$ cat src/rtl/whpu_pkg.sv
package whpu_pkg;

   localparam int MAX_BINS_DEF        = 64;
   localparam int BIN_COUNT_WIDTH_DEF = 32;
   localparam int RESULT_CAP          = 64;
   localparam int BIN_IDX_W           = 6;
   localparam int QUEUE_DEPTH         = 4;
   localparam int QAW                 = $clog2(QUEUE_DEPTH);
   localparam int MASS_W              = 40;
   localparam int CTOT_W              = 38;
   localparam int MTOT_W              = 46;
   localparam int BW_W                = 16;
   localparam int CSR_IDX_W           = 3;
   localparam int CSR_DATA_W          = 16;
   localparam int BCNT_W              = 7;

   localparam logic [1:0] KIND_ATOM  = 2'd0;
   localparam logic [1:0] KIND_FRAME = 2'd1;
   localparam logic [1:0] KIND_READ  = 2'd2;

   localparam logic [7:0] TYPE_HEAVY  = 8'd8;
   localparam logic [7:0] TYPE_LIGHT  = 8'd7;
   localparam logic [7:0] TYPE_MARKER = 8'd4;

   localparam logic [CSR_IDX_W-1:0] CSR_RANGE_MIN     = 3'd0;
   localparam logic [CSR_IDX_W-1:0] CSR_BIN_WIDTH     = 3'd1;
   localparam logic [CSR_IDX_W-1:0] CSR_INV_BIN_WIDTH = 3'd2;
   localparam logic [CSR_IDX_W-1:0] CSR_BIN_COUNT     = 3'd3;
   localparam logic [CSR_IDX_W-1:0] CSR_HEAVY_WEIGHT  = 3'd4;
   localparam logic [CSR_IDX_W-1:0] CSR_LIGHT_WEIGHT  = 3'd5;

   localparam logic [15:0] RST_RANGE_MIN     = 16'hFAE6;   // -1306
   localparam logic [15:0] RST_BIN_WIDTH     = 16'd52;
   localparam logic [15:0] RST_INV_BIN_WIDTH = 16'd1255;
   localparam logic [6:0]  RST_BIN_COUNT     = 7'd50;
   localparam logic [7:0]  RST_HEAVY_WEIGHT  = 8'd16;
   localparam logic [7:0]  RST_LIGHT_WEIGHT  = 8'd1;

   typedef struct packed {
      logic [1:0]         kind;
      logic [7:0]         atom_type;
      logic signed [15:0] z_pos;
   } req_type;

   typedef struct packed {
      logic [5:0]         bin_index;
      logic signed [15:0] bin_center;
      logic [31:0]        count_density;
      logic [31:0]        mass_density;
      logic [31:0]        marked_frames;
      logic [31:0]        marker_runs;
      logic [31:0]        rejected_samples;
      logic               last;
   } rsp_type;

   typedef struct packed {
      logic signed [15:0] range_min;
      logic [15:0]        bin_width;
      logic [15:0]        inv_bin_width;
      logic [6:0]         bin_count;
      logic [7:0]         heavy_weight;
      logic [7:0]         light_weight;
   } cfg_type;

   typedef enum logic [2:0] {
      OP_HEAVY,
      OP_LIGHT,
      OP_REJECT,
      OP_MARK,
      OP_FRAME,
      OP_READ
   } op_type;

   typedef struct packed {
      op_type                 op;
      logic [BIN_IDX_W-1:0]   bin;
      logic [7:0]             weight;
   } qent_type;

endpackage

$ cat src/rtl/whpu_front.sv
// request decode, bin selection and the op queue towards the back end
module whpu_front
   import whpu_pkg::*;
(
   input  logic     clock,
   input  logic     reset,
   input  cfg_type  cfg,
   input  logic [6:0] act_bins,
   input  logic     req_valid,
   output logic     req_stall,
   input  req_type  req_data,
   output logic     q_valid,
   output qent_type q_data,
   input  logic     q_pop
);

   qent_type         ent_ff [QUEUE_DEPTH];
   logic [QAW-1:0]   wr_ptr_ff;
   logic [QAW-1:0]   rd_ptr_ff;
   logic [QAW:0]     cnt_ff;

   logic signed [16:0] diff;
   logic [31:0]        prod;
   logic               in_range;
   logic               push;
   qent_type           ent;

   always_comb begin
      diff     = {req_data.z_pos[15], req_data.z_pos} - {cfg.range_min[15], cfg.range_min};
      prod     = 32'(diff[15:0]) * 32'(cfg.inv_bin_width);
      in_range = !diff[16] && (16'(act_bins) > prod[31:16]);
      push     = 1'b0;
      ent.op     = OP_FRAME;
      ent.bin    = prod[16 +: BIN_IDX_W];
      ent.weight = cfg.heavy_weight;
      case (req_data.kind)
         KIND_ATOM: begin
            if (req_data.atom_type == TYPE_HEAVY) begin
               push   = 1'b1;
               ent.op = in_range ? OP_HEAVY : OP_REJECT;
            end else if (req_data.atom_type == TYPE_LIGHT) begin
               push       = 1'b1;
               ent.op     = in_range ? OP_LIGHT : OP_REJECT;
               ent.weight = cfg.light_weight;
            end else if (req_data.atom_type == TYPE_MARKER) begin
               push   = 1'b1;
               ent.op = OP_MARK;
            end
         end
         KIND_FRAME: begin
            push   = 1'b1;
            ent.op = OP_FRAME;
         end
         KIND_READ: begin
            push   = 1'b1;
            ent.op = OP_READ;
         end
         default: begin
            push = 1'b0;
         end
      endcase
      push = push && req_valid && !req_stall;
   end

   assign req_stall = cnt_ff == (QAW+1)'(QUEUE_DEPTH);
   assign q_valid   = cnt_ff != '0;
   assign q_data    = ent_ff[rd_ptr_ff];

   always_ff @(posedge clock) begin
      if (push) begin
         ent_ff[wr_ptr_ff] <= ent;
      end
      if (reset) begin
         wr_ptr_ff <= '0;
         rd_ptr_ff <= '0;
         cnt_ff    <= '0;
      end else begin
         if (push) begin
            wr_ptr_ff <= wr_ptr_ff + QAW'(1);
         end
         if (q_pop) begin
            rd_ptr_ff <= rd_ptr_ff + QAW'(1);
         end
         cnt_ff <= cnt_ff + (QAW+1)'(push) - (QAW+1)'(q_pop);
      end
   end

endmodule

$ cat config.mk
export PLATFORM = sky130hd
export DESIGN_NAME = whpu_front
export DESIGN_NICKNAME = d
export VERILOG_FILES = /design/src/rtl/whpu_pkg.sv /design/src/rtl/whpu_front.sv
export SDC_FILE = /design/constraint.sdc
export NUM_CORES = 1
export LEC_CHECK = 0
export BUFFER_PORTS_ARGS = -buffer_cell sky130_fd_sc_hd__buf_4
export CAP_MARGIN = 20
export CORE_UTILIZATION = 62
export DETAILED_ROUTE_END_ITERATION = 7
export GPL_ROUTABILITY_DRIVEN = 0
export PLACE_DENSITY = 0.89
export SLEW_MARGIN = 15
export SYNTH_ARGS = -nofsm -noshare
export SYNTH_HDL_FRONTEND = slang
export SYNTH_SLANG_ARGS = --single-unit
$ cat constraint.sdc
create_clock -name clock -period 11.1 [get_ports clock]
set_input_delay 0.555 -clock clock [delete_from_list [all_inputs] [get_ports clock]]
set_output_delay 0.555 -clock clock [all_outputs]
set_load 0.03 [all_outputs]
; After elaboration in Yosys (flattened, before gate mapping)
; Memory sizes are Yosys's and may differ from the RTL's. A register that Yosys moved wholly into a read port is not among the register bits.
; Index checks and enable logic that the tools add are counted.
; Widths: inputs -> output; s select.
[classes]
add_sub_neg = 5
multipliers = 1
order_cmp = 1
eq_ne = 6
n_mux = 17
n_reduce_logical = 8
[ops]
columns = cell, n
row1 = $mul 16x16->32, 1
row2 = $mux 8, 3
row3 = $sub 16x16->17, 1
row4 = $eq 8x3->1 const B, 2
row5 = $gt 7x16->1, 1
row6 = $mux 3, 3
row7 = $eq 8x4->1 const B, 1
row8 = $mux 2, 4
row9 = $pmux 3 s2, 1
row10 = $mux 1, 5
row11 = $add 2x1->2 const B, 2
row12 = $add 3x1->3, 1
row13 = $eq 3x3->1 const B, 1
row14 = $logic_and 1x1->1, 3
row15 = $reduce_bool 3->1, 1
row16 = $sub 3x1->3, 1
row17 = $eq 2x1->1 const B, 1
row18 = $eq 2x2->1 const B, 1
row19 = $logic_not 1->1, 2
row20 = $logic_not 2->1, 1
row21 = $pmux 1 s2, 1
row22 = $reduce_or 2->1, 1
[word_totals]
reg_bits = 7
mem_bits_rw = 68
in_bits = 108
output_inout_bits = 19
elab_cells = 42
mem_count = 1
[mem_list]
columns = memory, depth, word_bits, read_ports, rd_clocked_by_memory_dff, wr, line_no
row1 = ent_ff, 4, 17, 1, 1, 1, whpu_front.sv:17  ; qent_type ent_ff [QUEUE_DEPTH];

; Depth between registers and ports, before layout
; Gate-level depths: netlist (run 1).
[depth]
word_depth = 9
mapped_depth = 41
ltp_nobuf = 41

; Worst setup path before layout (run 1)
; OpenSTA, ideal clock, no wires.
[synth_timing]
path_kind = in2reg
from = input port req_data[0] in the netlist's numbering
to = memory ent_ff[0][15] in the netlist's numbering (data pin)
setup_time_ns = 0.269
arrival_ns = 9.402
t_required_ns = 10.831
setup_slack_ns = 1.429
path_stages = 40
path_buffers = 1
path_cell_list = inv_1 -> ha_1 -> inv_1 -> fa_1 -> a21o_1 -> a21oi_1 -> o21ai_1 -> a311oi_1 -> o21bai_1 -> a21o_1 -> xor2_1 -> clkbuf_1 -> nand2_1 -> fa_1 -> fa_1 -> fa_1 -> inv_1 -> fa_1 -> [... 4 more ...] -> ha_1 -> a21oi_1 -> o21ai_0 -> o21a_1 -> a211oi_1 -> o21ai_1 -> a21oi_1 -> xnor2_1 -> inv_1 -> ha_1 -> nand4_1 -> o22ai_1 -> o32a_1 -> o2111ai_1 -> a41oi_1 -> nand4_1 -> a2111o_1 -> o31a_1
[synth_rtl]
columns = element, line_no
row1 = from (decl), whpu_front.sv:11  ; input req_type req_data,
row2 = to (decl), whpu_front.sv:17

==> results by group, run 1 <==
Synthesis
  – Syn_nets: 1844
  – Number of synthesized flops with an enable pin: between 60 and 70
  – Top_reg_cell synth: edfxtp_1
  – Synth Warn #: 0
  – Synthesized instance count: around 1400
  – Post-synth ARST share: 0%
  – Seq/Total Area, Yosys: ~17%
  – Post-synthesis cell type count: between 70 and 80
  – FF+latch count, synth: 77
  – Syn Area/Cell: 9.38 µm²
  – Netlist Area Pre-Place: approximately 13000 µm²

STA
  – RSZ-0062 raised after global routing: false
  – Period utilization: 95.3%
  – Setup violations, final: 0
  – Slew headroom: between 20% and 30%
  – Hold Violations, Final: 0
  – Least-Margin Pin Slew: 1.05 ns
  – Max Transition Viols Final: 0
  – Clock skew: 0.00332 ns
  – Max Clock Freq: about 0.095 GHz
  – Post-layout min period: 10.58 ns
  – TNS Setup: 0 ns

CTS
  – CTS tree: built
  – Sink Count: 77
  – Clk_lat worst skew: about 0.33 ns
  – Clk buf depth: 2
  – Root Driver: clkbuf_16
  – CTS clk-pin slew, worst paths: 0.06 ns
  – CTS buffer count: 9
  – CTS H-tree lvls: 3
  – Post-CTS Hold Buffers: 0

Route
  – Pre-antenna DRT Iters: 7
  – DRC viols: 0
  – Vias post-DR: 10500
  – Routed Antenna Nets: 0
  – Routed vias/inst: between 5 and 6
  – Average wire per standard cell: between 15 and 20 µm
  – Final wirelength: about 33000 µm
  – 1st-iter DRT viols: 788

Job
  – Max-cap viol count: 0

Place
  – IO Port Bufs: between 100 and 150
  – Post-DP HPWL: between 20000 and 25000 µm

Global routing
  – Vias in the first global route: 10800
  – GRT Resource Usage Total: a little under a third
  – Antenna violations before repair: 0
  – Total gr overflow: 0
  – First-pass GRT wire length: 52700 µm
  – Largest net degree at the start of global routing: 40

Worst hold path
  – Min-delay src: reset
  – Worst min path class: input port to flip-flop

Critical path
  – CP most frequent cell: fa_1
  – WP data required: approximately 11 ns
  – Max incr delay on CP: 0.58 ns
  – Crit path launch type: input port
  – Crit path launch: req_data[0]
  – CP max-delay cell: fa_1
  – Type of the worst setup path: input port to flip-flop
  – Worst reg2reg startpoint: cnt_ff[1]$_SDFF_PP0_
  – Crit Path Max Fanout: 13
  – CP Capture Type: flip-flop
  – Crit path DAT: between 10 and 15 ns

Floorplanning
  – Die H: about 150 µm
  – Starting Density: a little over three fifths
  – DIE AREA: about 22000 µm²
  – # IOs: roughly 130
  – Rows: 53
  – Die W: 148 µm
  – Placeable core region: between 20000 and 25000 µm²

Finish
  – Ant diodes: 0
  – Filler Cell Count: roughly 1500
  – P&R area growth vs syn: 9.49%
  – Share of post-route cells with drive strength above 1: 13.0%
  – Final net count: 1899

Status
  – Status: complete, no violations
[Yosys cell counts (all sizes together), types with 3 or more instances]
cell type,number,area [µm²]
clkbuf,68,255
nand2b,10,62.6
mux2,17,191
fa,195,3900
inv,298,1120
and2,71,444
o32ai,12,105
o21bai,3,22.5
nor3,14,70.1
a311oi,13,131
nor4,4,25.0
mux2i,17,170
nand2,202,758
ha,133,1660
mux4,17,383
a21oi,33,180
nand3b,6,45.0
o21a,7,52.6
xor2,9,78.8
o21ai,30,154
dfxtp,9,180
or3,4,25.0
or2,4,25.0
nand3,15,75.1
o221ai,3,26.3
a31oi,3,40.0
buf,8,50.1
nand4,5,37.5
nor2,50,188
xnor2,17,149
edfxtp,68,2040
a211oi,4,40.0
nor3b,6,45.0
a21o,4,37.5
and3,6,37.5
a21boi,3,22.5
a311o,5,50.1
nor2b,7,43.8
[sequential cells by signal (all words and copies together), names as in the netlist, named ones only]
name and flops:
cnt_ff 3, ent_ff 68, rd_ptr_ff 2, wr_ptr_ff 2
[worst paths after layout]
path,endpoint,slack (ns),cells past startpoint
setup / recovery,ent_ff[2][14]$_DFFE_PP_,0.52,38
hold / removal,cnt_ff[1]$_SDFF_PP0_,0.45,2
setup reg to reg,cnt_ff[2]$_SDFF_PP0_,8.45,11
hold reg to reg,flip-flop,0.55,2
[critical path: cells and delay by family]
kind / cells / cell delay (ns)
fa+ha+maj: 10 / 4.20
xor+xnor: 1 / 0.37
simple gates: 6 / 0.87
compound gates: 16 / 4.31
buf+inv: 5 / 0.34
[stage by stage]
step / worst slack, ns / instances / instance area (µm²) / util [%] / hold WS (ns)
finish: 0.522 / 1743 / 14500 / 69.0 / 0.448
global route: 0.0632 / 1743 / 14500 / 69.0 / 0.463
CTS: 0.549 / 1743 / 14500 / 69.0 / 0.442
detailed placement: 0.359 / 1727 / 14200 / 67.7 / 0.536
global placement: 0.607 / 1727 / 14200 / 67.7 / 0.510
floorplan: 1.43 / 1408 / 13200 / - / 0.485
[routing by layer]
layer | routed length, µm | track usage (%) | up-vias
met2 | 16400 | 53.2 | 573
met4 | 1790 | 16.3 | 0
met5 | 0 | 0 | -
met1 | 11900 | 38.2 | 5128
met3 | 2850 | 4.54 | 155
li1 | - | - | 4596
[cells by family (layout without fill, tap and decap cells)]
| group | after synthesis | count (layout) | synth area share (%) |
|---|---|---|---|
| AOI/OAI and AO/OA | 143 | 143 | 8.31 |
| xor gates and xnor gates | 26 | 26 | 1.72 |
| adders and majority gates | 328 | 328 | 42.1 |
| buffers and inverters | 375 | 435 | 10.8 |
| DFF | 77 | 77 | 16.8 |
| muxes | 51 | 51 | 5.63 |
| and+or+nand+nor | 408 | 408 | 14.6 |
[placed cells by master (no fill, tap or decap), types with 14 or more instances in the layout]
cell	instances
nor2_1	50
mux2i_1	17
inv_1	298
buf_4	120
nand2_1	202
ha_1	133
and2_1	71
mux4_2	17
a21oi_1	31
fa_1	195
o21ai_0	24
edfxtp_1	68
nand3_1	15
nor3_1	14
mux2_2	15
[final cells by class]
type	count	area (µm²)	area share, %
multi-input combinational	956	9610	66.4
sequential	77	2220	15.4
inverter	299	1120	7.76
timing repair buffer	120	901	6.23
tap	275	344	2.38
clock buffer	11	233	1.61
clock inverter	5	36.3	0.251
[timing repair]
action                     CTS  global route
gates resized for setup      0             1
setup endpoints to repair    0             8
setup buffers                0             0
Power of run 1 is left out: the tool's default activity adds up to more than one toggle a clock period on the data nets, which glitch-free logic cannot reach.
==> run 2, diff against run 1 <==
--- a/config.mk
+++ b/config.mk
@@ -5,6 +5,7 @@
 export SDC_FILE = /design/constraint.sdc
 export NUM_CORES = 1
 export LEC_CHECK = 0
+export ABC_AREA = 1
 export BUFFER_PORTS_ARGS = -buffer_cell sky130_fd_sc_hd__buf_4
 export CAP_MARGIN = 20
 export CORE_UTILIZATION = 62
==> run 2 against run 1 <==
Compared with the run above:
- worst hold slack got worse by 0.015 ns
- sequential share of layout area increased by 0.084 points
- routed wire length increased by 0.93%
- via count increased by 6.2%
- core utilization increased by 1.4 points
- critical path depth increased by 10
- register-to-register slack improved by 0.20 ns
- setup slack improved by 1.4 ns
- clock-buffer cell count decreased by 2
- critical path type unchanged
- highest routed layer unchanged
==> results by group, run 2 <==
CTS
  – Clk_lat worst skew: about 0.34 ns
  – Post-CTS Hold Buffers: 0
  – Clk buf depth: 2
  – CTS tree: built
  – Sink Count: 77
  – Post_cts resized: 0
  – CTS buffer count: 9
  – CTS clk-pin slew, worst paths: 0.06 ns
  – CTS H-tree lvls: 3
  – Root Driver: clkbuf_16
  – Postcts setup bufs: 0

Finish
  – Most frequent cells in the layout: inv_1, nand2_1, fa_1, nor2_1, ha_1
  – P&R area growth vs syn: 9.96%
  – Commonest non-fill, non-tap cell in the layout: inv_1
  – Fin cells: approximately 2000
  – Max FFs per register: 68
  – Biggest regs: ent_ff: 68 flops, cnt_ff: 3 flops
  – Top reg by flops: ent_ff
  – Final net count: approximately 2200
  – Share of post-route cells with drive strength above 1: about 11%
  – Ant diodes: 0
  – Fin util: between 70% and 80%

Route
  – Final wirelength: around 33000 µm
  – 1st-iter DRT viols: roughly 1100
  – Pre-antenna DRT Iters: 8
  – Vias post-DR: around 11000
  – DRC viols: 0
  – Routed Antenna Nets: 0
  – Routed vias/inst: 5.57
  – Average wire per standard cell: around 17 µm

Critical path
  – Crit path launch: req_data[0]
  – Type of the worst setup path: input port to flip-flop
  – Crit path launch type: input port
  – Crit path DAT: ~9.3 ns
  – CP max-delay cell: fa_1
  – CP Capture Type: flip-flop
  – Crit Path Max Fanout: 10
  – CP most frequent cell: nand2_1
  – WP data required: ~11 ns
  – Worst reg2reg startpoint: cnt_ff[1]$_SDFF_PP0_
  – Max incr delay on CP: ~0.58 ns

Synthesis
  – Post-synthesis cell type count: 50
  – Synth area leaders: fa_1, edfxtp_1, ha_1
  – Top_reg_cell synth: edfxtp_1
  – Syn_nets: between 2000 and 2500
  – Post-synth ARST share: 0%
  – Synth Warn #: 0
  – Synthesized instance count: ~1600
  – Syn Area/Cell: around 8 µm²
  – Synth area leader: fa_1
  – Area fraction of the dominant cell type after synthesis: 29.8%
  – FF+latch count, synth: slightly below 80
  – Top cells by count, synth: inv_1, nand2_1, fa_1, nor2_1, ha_1
  – Netlist Area Pre-Place: between 10000 and 15000 µm²
  – Number of synthesized flops with an enable pin: 68
  – Seq/Total Area, Yosys: roughly 17%
  – Most common cell in the netlist: inv_1

Worst hold path
  – Min-delay src: reset
  – Worst min path class: input port to flip-flop

Floorplanning
  – DIE AREA: ~22000 µm²
  – Die H: roughly 150 µm
  – Placeable core region: 20400 µm²
  – Die W: 147 µm
  – Rows: 52
  – # IOs: between 100 and 150
  – Starting Density: between 60% and 70%

STA
  – Setup violations, final: 0
  – TNS Setup: 0 ns
  – Post-layout min period: 9.21 ns
  – Clock skew: approximately 0.01 ns
  – Period utilization: between 80% and 90%
  – Least-Margin Pin Slew: approximately 0.95 ns
  – Hold Violations, Final: 0
  – Max Clock Freq: about 0.11 GHz
  – RSZ-0062 raised after global routing: false
  – Slew headroom: a little under two fifths
  – Hold WS: about 0.43 ns
  – Max Transition Viols Final: 0

Place
  – IO Port Bufs: 103
  – Post-DP HPWL: around 27000 µm
  – Placed insts: between 1500 and 2000

Status
  – Status: complete, no violations

Global routing
  – First-pass GRT wire length: about 54000 µm
  – Largest net degree at the start of global routing: 36
  – Total gr overflow: 0
  – Vias in the first global route: 11600
  – GRT Resource Usage Total: 31.8%
  – Antenna violations before repair: 0

Job
  – Max-cap viol count: 0
-- run 2: worst max-delay path: cells and delay by family --
kind / cells / cell delay [ns]
xor+xnor: 1 / 0.41
fa+ha+maj: 10 / 4.13
simple gates: 21 / 2.00
compound gates: 5 / 0.94
buf+inv: 11 / 1.21
-- run 2: cell families after synthesis --
family                     count (synthesis)  share of synthesized area (%)
AOI/OAI and AO/OA                        133                           5.76
and+or+nand+nor                          628                           20.0
adders and majority gates                328                           42.6
DFF                                       77                           17.0
muxes                                      8                          0.689
xor gates and xnor gates                  16                           1.13
buffers and inverters                    444                           12.9
-- run 2: through the flow --
step	setup WS, ns	instance area [µm²]
global route	1.34	14400
global placement	1.92	14100
finish	1.89	14400
detailed placement	1.70	14100
floorplan	2.97	13100
CTS	2.02	14400
-- run 2: per-layer routing --
metal / vias up / global-route usage [%] / part of all wire (%)
li1: 5085 / - / -
met1: 5165 / 36.5 / 36
met2: 696 / 55.6 / 49
met3: 156 / 7.89 / 11
met4: 0 / 15.2 / 5.0
met5: - / 0 / 0
-- run 2: final cells by class --
class	count	area, µm²
clock buffer	9	225
clock inverter	7	57.6
fill	1448	6040
inverter	406	1520
multi-input combinational	1113	9180
sequential	77	2220
tap	270	338
timing repair buffer	112	841
-- run 2: final timing paths --
path,to,slack [ns],depth (start not counted)
setup / recovery,ent_ff[1][15]$_DFFE_PP_,1.89,48
hold / removal,cnt_ff[0]$_SDFF_PP0_,0.43,2
setup reg to reg,cnt_ff[2]$_SDFF_PP0_,8.65,13
hold reg to reg,wr_ptr_ff[0]$_SDFFE_PP0P_,0.51,2
Power of run 2 is left out for the same reason.
==> run 3, diff against run 2 <==
--- a/config.mk
+++ b/config.mk
@@ -8,10 +8,10 @@
 export ABC_AREA = 1
 export BUFFER_PORTS_ARGS = -buffer_cell sky130_fd_sc_hd__buf_4
 export CAP_MARGIN = 20
-export CORE_UTILIZATION = 62
+export CORE_UTILIZATION = 56
 export DETAILED_ROUTE_END_ITERATION = 7
 export GPL_ROUTABILITY_DRIVEN = 0
-export PLACE_DENSITY = 0.89
+export PLACE_DENSITY = 0.85
 export SLEW_MARGIN = 15
 export SYNTH_ARGS = -nofsm -noshare
 export SYNTH_HDL_FRONTEND = slang
==> constraint.sdc (replaced) <==
create_clock -name clock -period 7.6 [get_ports clock]
set_input_delay 0.38 -clock clock [delete_from_list [all_inputs] [get_ports clock]]
set_output_delay 0.38 -clock clock [all_outputs]
set_load 0.03 [all_outputs]
==> run 3 against run 2 <==
Compared with the run above:
- the flow now finishes with violations (design-rule violations, negative setup slack)
- clock-buffer cell count rose by 1
- register-to-register slack got worse by 3.5 ns
- flip-flop and latch count did not move
- first-iteration DRC count rose by 26%
- critical path depth rose by 1
- cell area rose by 13%
- via count rose by 9.7%
- cell count rose by 11%
- clock skew rose by 0.0010 ns
- setup slack got worse by 2.3 ns
- sequential share of layout area fell by 1.8 points
==> results by group, run 3 (synthesis results as in run 2) <==
Global routing
  – Routing usage on met1: between 30% and 40%
  – Met3 capacity usage during global routing: around 5.3%
  – Vias in the first global route: 12600
  – Largest net degree at the start of global routing: 36
  – GRT busiest layer: met2
  – Antenna violations before repair: 0
  – First-pass GRT wire length: 59000 µm
  – Grt met2 use: 56.0%
  – GRT Resource Usage Total: 31.2%
  – Total gr overflow: 0

Finish
  – Most frequent cells in the layout: inv_1, nand2_1, buf_4, fa_1, nor2_1
  – Final net count: between 2000 and 2500
  – Ant diodes: 0
  – Filler Cell Count: about 1500
  – Share of post-route cells with drive strength above 1: between 20% and 30%
  – Fin cells: between 2000 and 2500
  – P&R area growth vs syn: 24.3%
  – Biggest regs: ent_ff: 68 flops, cnt_ff: 3 flops
  – Max FFs per register: slightly below 70
  – Top reg by flops: ent_ff
  – Final instance area: between 15000 and 20000 µm²
  – Commonest non-fill, non-tap cell in the layout: inv_1

Critical path
  – Type of the worst setup path: input port to flip-flop
  – Crit path DAT: about 8.1 ns
  – WP data required: about 7.7 ns
  – Worst R2R Path Depth: 13
  – Crit Path Max Fanout: 4
  – Max incr delay on CP: between 0.5 and 0.6 ns
  – Critical R2R Capture: cnt_ff[2]$_SDFF_PP0_
  – CP Capture Type: flip-flop
  – R2r setup slk: 5.15 ns
  – CP most frequent cell: nand2_1
  – CP max-delay cell: fa_1
  – Crit path launch type: input port
  – Worst reg2reg startpoint: cnt_ff[1]$_SDFF_PP0_

STA
  – Post-layout min period: between 8 and 9 ns
  – Hold Violations, Final: 0
  – Period utilization: 105%
  – TNS Setup: -3.27 ns
  – Max Transition Viols Final: 0
  – Setup violations, final: 8
  – RSZ-0062 raised after global routing: true
  – Max Clock Freq: 0.125 GHz
  – Clock skew: around 0.011 ns
  – Least-Margin Pin Slew: just over 0.9 ns
  – Hold WS: around 0.26 ns
  – Final worst slack: -0.411 ns
  – Slew headroom: 38.0%

CTS
  – CTS tree: built
  – CTS buffer count: 9
  – Post-CTS Hold Buffers: 0
  – Clk buf depth: 2
  – Root Driver: clkbuf_16
  – Clk_lat worst skew: roughly 0.33 ns
  – CTS H-tree lvls: 3
  – CTS clk-pin slew, worst paths: 0.06 ns
  – Sink Count: 77

Place
  – Placed Area: 15300 µm²
  – Post-DP HPWL: around 29000 µm
  – Placed insts: ~2200
  – IO Port Bufs: 103

Floorplanning
  – Placeable core region: roughly 23000 µm²
  – # IOs: roughly 130
  – Rows: 55
  – Die H: between 150 and 200 µm
  – Die W: approximately 150 µm
  – Starting Density: 57.4%
  – DIE AREA: 24000 µm²

Worst hold path
  – Worst min path class: input port to flip-flop
  – Hold endpoint: cnt_ff[1]$_SDFF_PP0_
  – Hold Crit Depth: 2
  – Min-delay src: reset

Route
  – Vias post-DR: 12200
  – 1st-iter DRT viols: 1408
  – Final wirelength: between 30000 and 40000 µm
  – DRC viols: 3
  – Pre-antenna DRT Iters: 8
  – Routed Antenna Nets: 0
  – Routed vias/inst: ~5.5
  – Average wire per standard cell: roughly 17 µm

Status
  – Status: complete, but fails checks
  – Failing checks: design-rule violations, negative setup slack

Job
  – Max-cap viol count: 0
==> run 3: cell count changes in the layout (fill, tap and decap cells not counted), sizes merged <==
cell / before / now
clkinv: 5 / 4
bufinv: 0 / 2
clkbuf: 9 / 10
inv: 406 / 404
buf: 112 / 282
==> run 3: worst max path at each step <==
stage                           start                       to  cells after the start
after CTS                 req_data[0]  ent_ff[0][15]$_DFFE_PP_                     47
final                         cfg[57]  ent_ff[0][15]$_DFFE_PP_                     49
after global placement    req_data[0]  ent_ff[3][15]$_DFFE_PP_                     47
after global routing          cfg[57]  ent_ff[0][15]$_DFFE_PP_                     49
after floorplan           req_data[0]  ent_ff[0][15]$_DFFE_PP_                     47
after detailed placement  req_data[0]  ent_ff[2][15]$_DFFE_PP_                     47
==> run 3: timing repair <==
action                     in CTS  in global routing
setup endpoints to repair       8                  8
resized for setup              52                 37
setup buffers                  23                 14
pin swaps                      43                 41
==> run 3: layout make-up <==
cell class	count	area, µm²	share of cell area (%)
clock inverters	6	93.8	0.577
repair buffers	282	2160	13.3
inverters	406	1540	9.49
clock buffers	10	229	1.41
multi-input cells	1113	9610	59.1
flip-flops and latches	77	2220	13.7
well taps	313	392	2.41
==> run 3: metrics by stage <==
step,setup slack [ns],util (%)
floorplan,0.00740,-
global placement,-0.461,67.1
detailed placement,-0.689,67.1
CTS,-0.190,70.3
global route,-0.728,71.4
finish,-0.411,71.4
==> run 3: routing by layer <==
metal | vias up | routed length (µm)
met1 | 5744 | 13400
met4 | 0 | 2210
li1 | 5422 | -
met5 | - | 0
met2 | 811 | 18500
met3 | 202 | 3650
==> run 3: critical path, delay by kind of cell <==
kind / cells / cell delay [ns]
fa+ha+maj: 9 / 3.80
compound gates: 9 / 1.47
simple gates: 19 / 1.48
xor+xnor: 1 / 0.18
buf+inv: 11 / 0.77
Power of run 3 is left out for the same reason.
